**src/rtl/core/rkt_pkg.sv**
```systemverilog
// Package for the reference-counted key table: opcodes, status codes,
// sequencer states and size defaults. No dependencies.
`timescale 1ns / 1ps

package rkt_pkg;

   localparam int KEY_W               = 64;
   localparam int OP_W                = 3;
   localparam int STATUS_W            = 2;
   localparam int REF_W               = 16;
   localparam int HALF_W              = 32;
   localparam int DEF_TABLE_ENTRIES   = 64;
   localparam int DEF_COUNT_BITS      = 16;

   typedef enum logic [OP_W-1:0] {
      OP_ACQUIRE    = 3'd0,
      OP_RELEASE    = 3'd1,
      OP_QUERY      = 3'd2,
      OP_INVALIDATE = 3'd3,
      OP_VALIDATE   = 3'd4
   } op_type;

   typedef enum logic [STATUS_W-1:0] {
      ST_OK        = 2'd0,
      ST_FULL      = 2'd1,
      ST_NOT_FOUND = 2'd2,
      ST_OVERFLOW  = 2'd3
   } status_type;

   typedef enum logic [2:0] {
      S_CLEAR,
      S_IDLE,
      S_HASH,
      S_PROBE,
      S_UPDATE
   } state_type;

endpackage

```
**src/rtl/core/rkt_hash_unit.sv**
```systemverilog
// Home-slot reduction: a 32-bit hash modulo the table size by reciprocal
// multiplication. Depends on rkt_pkg.
`timescale 1ns / 1ps

module rkt_hash_unit #(
   parameter int ENTRIES = rkt_pkg::DEF_TABLE_ENTRIES
) (
   input  logic                       clock,
   input  logic                       reset,
   input  logic                       go,
   input  logic [rkt_pkg::HALF_W-1:0] value,
   output logic                       done,
   output logic [$clog2(ENTRIES)-1:0] slot
);
   import rkt_pkg::*;

   localparam int                IDX_W   = $clog2(ENTRIES);
   localparam int                SH2     = IDX_W - 1;
   localparam logic [63:0]       SPAN    = (64'd1 << IDX_W) - 64'(ENTRIES);
   localparam logic [63:0]       MAGIC_W = ((SPAN << HALF_W) / 64'(ENTRIES)) + 64'd1;
   localparam logic [HALF_W-1:0] MAGIC   = HALF_W'(MAGIC_W);
   localparam logic [HALF_W-1:0] DIVISOR = HALF_W'(ENTRIES);

   logic [3:0]          stage_ff, stage_in;
   logic [HALF_W-1:0]   val_ff, val_in;
   logic [2*HALF_W-1:0] prod_ff, prod_in;
   logic [HALF_W-1:0]   quo_ff, quo_in;
   logic [IDX_W-1:0]    rem_ff, rem_in;
   logic [HALF_W-1:0]   t1, diff, qprod;

   always_comb begin
      stage_in = {stage_ff[2:0], go};
      val_in   = go ? value : val_ff;
      prod_in  = (2*HALF_W)'(val_ff) * (2*HALF_W)'(MAGIC);
      t1       = prod_ff[2*HALF_W-1 -: HALF_W];
      diff     = val_ff - t1;
      quo_in   = (t1 + (diff >> 1)) >> SH2;
      qprod    = quo_ff * DIVISOR;
      rem_in   = IDX_W'(val_ff - qprod);
   end

   always_ff @(posedge clock) begin
      if (reset) begin
         stage_ff <= '0;
      end else begin
         stage_ff <= stage_in;
      end
      val_ff  <= val_in;
      prod_ff <= prod_in;
      quo_ff  <= quo_in;
      rem_ff  <= rem_in;
   end

   assign done = stage_ff[3];
   assign slot = rem_ff;

endmodule

```
**config.mk**
```make
export PLATFORM = sky130hd
export DESIGN_NAME = rkt_hash_unit
export DESIGN_NICKNAME = d
export VERILOG_FILES = /design/src/rtl/core/rkt_pkg.sv /design/src/rtl/core/rkt_hash_unit.sv
export SDC_FILE = /design/constraint.sdc
export NUM_CORES = 1
export LEC_CHECK = 0
export BUFFER_PORTS_ARGS = -buffer_cell sky130_fd_sc_hd__buf_2
export CAP_MARGIN = 20
export CORE_MARGIN = 2
export CORE_UTILIZATION = 31
export CTS_BUF_LIST = sky130_fd_sc_hd__clkbuf_8
export CTS_CLUSTER_DIAMETER = 30
export DETAILED_ROUTE_END_ITERATION = 10
export HOLD_SLACK_MARGIN = 0.12
export PLACE_DENSITY = 0.84
export SLEW_MARGIN = 30
export SYNTH_ARGS = -nofsm -noshare
export SYNTH_HDL_FRONTEND = slang
export SYNTH_SLANG_ARGS = --single-unit
```
**constraint.sdc**
```tcl
create_clock -name clock -period 0.8 [get_ports clock]
set_input_delay 0.08 -clock clock [delete_from_list [all_inputs] [get_ports clock]]
set_output_delay 0.08 -clock clock [all_outputs]
set_load 0.03 [all_outputs]
```
==> key figures <==
Outcome
  • Status: finished, final reports clean

Die
  • Chip Width: approximately 40 um
  • Starting Density: 32.4%
  • Die ar.: 0.00161 mm^2
  • Die height: around 40 um
  • I/O pins: 42
  • Core box area: around 0.0013 mm^2
  • Row cnt: 13

Hold path
  • Worst hold path type: in2reg
  • Cell depth of the worst hold path: 1
  • Hold EP: val_ff[0]
  • Min-delay src: go

Clocking
  • Worst-path clk slew: 0.06 ns
  • Cell chosen for the clock root: clkbuf_8
  • Num CTS Buffers: 3
  • CTS tree: built
  • H-tree level count: 1
  • Maximum buffer depth of the clock tree: 2
  • CTS Sinks: 16
  • Clk_lat worst skew: about 0.24 ns

Place
  • Port bufs: 15
  • GPL Wtd Cong: ~0.61
  • Area post-placement: roughly 500 um^2

Finish
  • Final Cell Area: just under 700 um^2
  • Layout cell share with drive strength beyond 1: between 50% and 60%
  • Layout Nets: between 80 and 90
  • FILL cells: a little over 100
  • Synth-to-layout area growth: 66.4%
  • Ant diodes: 0
  • Final core utilization: between 50% and 60%

Logic synthesis
  • Leading area contributor after synthesis: dfxtp_1
  • Register area share after synthesis: 93.8%
  • Synth top area share: approximately half
  • Post-Syn Nets: 55
  • Cells after Synth: 20
  • Syn Area/Cell: 20.3 um^2
  • Synth area leaders: dfxtp_1 (49%), edfxtp_1 (44%), nor2b_1 (6.2%)
  • Post-Syn Area: 405 um^2
  • Cell variety after synth: 3
  • Warning count from the yosys run: 0
  • Yosys reg bits: 16

Timing
  • Skew final: 0.00269 ns
  • Slew Limit Fails: 0
  • Highest clock rate: 1290 MHz
  • Fin. Hold Viols: 0
  • Worst-Margin Slew: about 0.16 ns
  • Final Critical Period: 0.773 ns
  • Setup TNS: 0 ns
  • Tcrit/Tclk final: a little over nine tenths
  • Rel. slew slack: 89.4%
  • RSZ-0062 raised after global routing: false
  • Setup-failing EPs final: 0

Critical path
  • R2R setup slack: approximately 0.27 ns
  • Crit path max fanout: 1
  • WP data required: a little over 0.7 ns
  • R2R Path End: stage_ff[3]
  • CP top delay family: flip-flops
  • Crit-path slowest cell: dfxtp_1
  • R2R cell count: 1
  • FF-to-FF Start: stage_ff[2]
  • Crit path buf inv count: 1
  • Critical path class: reg2out
  • Critical path, cell by cell: buf_6
  • Crit-path max cell delay: between 0.3 and 0.4 ns
  • Setup crit end kind: primary output
  • Crit start category: register
  • Data arrival time of the worst path: a little under 0.7 ns

Power
  • Pwr/cell area: between 2000 and 3000 mW/mm^2
  • VDD IR max: 0.00109 V
  • Total power: between 1.5 and 2 mW
  • P_leak: ~0.28 nW

Drt
  • DR WL/cell: roughly 11 um
  • Vias per Instance: a little under 4
  • Post-route ant nets: 0
  • Post-route DRC: 0
  • TritonRoute pass-1 iters: 2
  • Via Count: roughly 240
  • 1st-iter DRT viols: 1
  • Wirelength, routed: 645 um

Global routing
  • Vias in the first global route: roughly 280
  • GRT Overall Usage: a little over a tenth
  • Grt ovf: 0
  • Initial antenna violation count: 0
  • Largest net degree at the start of global routing: 10
  • First-pass GRT wire length: 1010 um

Run
  • Max_cap viols: 0
-- synthesized netlist by cell type, drive strengths merged --
master	number
dfxtp	10
edfxtp	6
nor2b	4
-- cell families (layout without fill, tap and decap cells) --
family                 count (synthesis)  after routing  share of synthesized area [%]
DFF                                   16             16                           93.8
buffers and inverters                  0             26                              0
and+or+nand+nor                        4              4                           6.17
-- through the flow --
step | hold slack [ns] | worst slack [ns] | std cells
detailed placement | 0.258 | 0.235 | 50
global route | 0.154 | 0.00118 | 61
global placement | 0.257 | 0.249 | 50
CTS | 0.151 | 0.000121 | 61
finish | 0.158 | 0.0275 | 61
floorplan | 0.152 | 0.261 | 20
-- routing by layer --
| layer | track usage (%) | vias to the layer above | share of wire [%] |
|---|---|---|---|
| li1 | - | 117 | - |
| met1 | 10.7 | 106 | 43 |
| met2 | 17.3 | 16 | 50 |
| met3 | 3.33 | 0 | 7.3 |
| met4 | 10.3 | 0 | 0 |
| met5 | 0 | - | 0 |
-- where the power goes --
group | switching (mW) | total, mW | internal, mW
logic | 0.0763 | 0.161 | 0.0847
clock network | 0.253 | 0.688 | 0.436
registers | 0.0184 | 0.925 | 0.907
total | 0.347 | 1.77 | 1.43
-- final cells by class --
type | instances | area, um^2 | area share [%]
flip-flops and latches | 16 | 387 | 57.3
clock buffers | 4 | 55.1 | 8.16
repair buffers | 22 | 189 | 28.0
multi-input cells | 4 | 25.0 | 3.71
well taps | 15 | 18.8 | 2.78
-- what timing repair did --
item,4_1_cts,5_1_grt
setup buffers,0,0
gates resized for setup,10,9
endpoints found under the hold margin,10,0
setup endpoints to repair,7,7
hold buffers,7,0
pin swaps,0,0
-- flip-flops by register name, indices dropped and copies added (netlist names) --
name / flops
slot: 6
val_ff: 6
stage_ff: 4
-- placed cells by master, fill, tap and decap left out --
cell type	netlist	routed
buf_2	0	8
dlygate4sd3_1	0	7
buf_6	0	7
edfxtp_1	6	6
dfxtp_2	0	5
dfxtp_1	10	5
nor2b_1	4	4
clkbuf_8	0	4
-- how the worst max path moves through the flow --
stage | from | endpoint | depth (start not counted)
after global routing | slot[0] | slot[0] | 1
after detailed placement | go | val_ff[4] | 1
after CTS | slot[1] | slot[1] | 1
after global placement | slot[5] | slot[5] | 1
final | slot[4] | slot[4] | 1
after floorplan | stage_ff[3] | done | 0
Power figures use the tool's default switching activity.
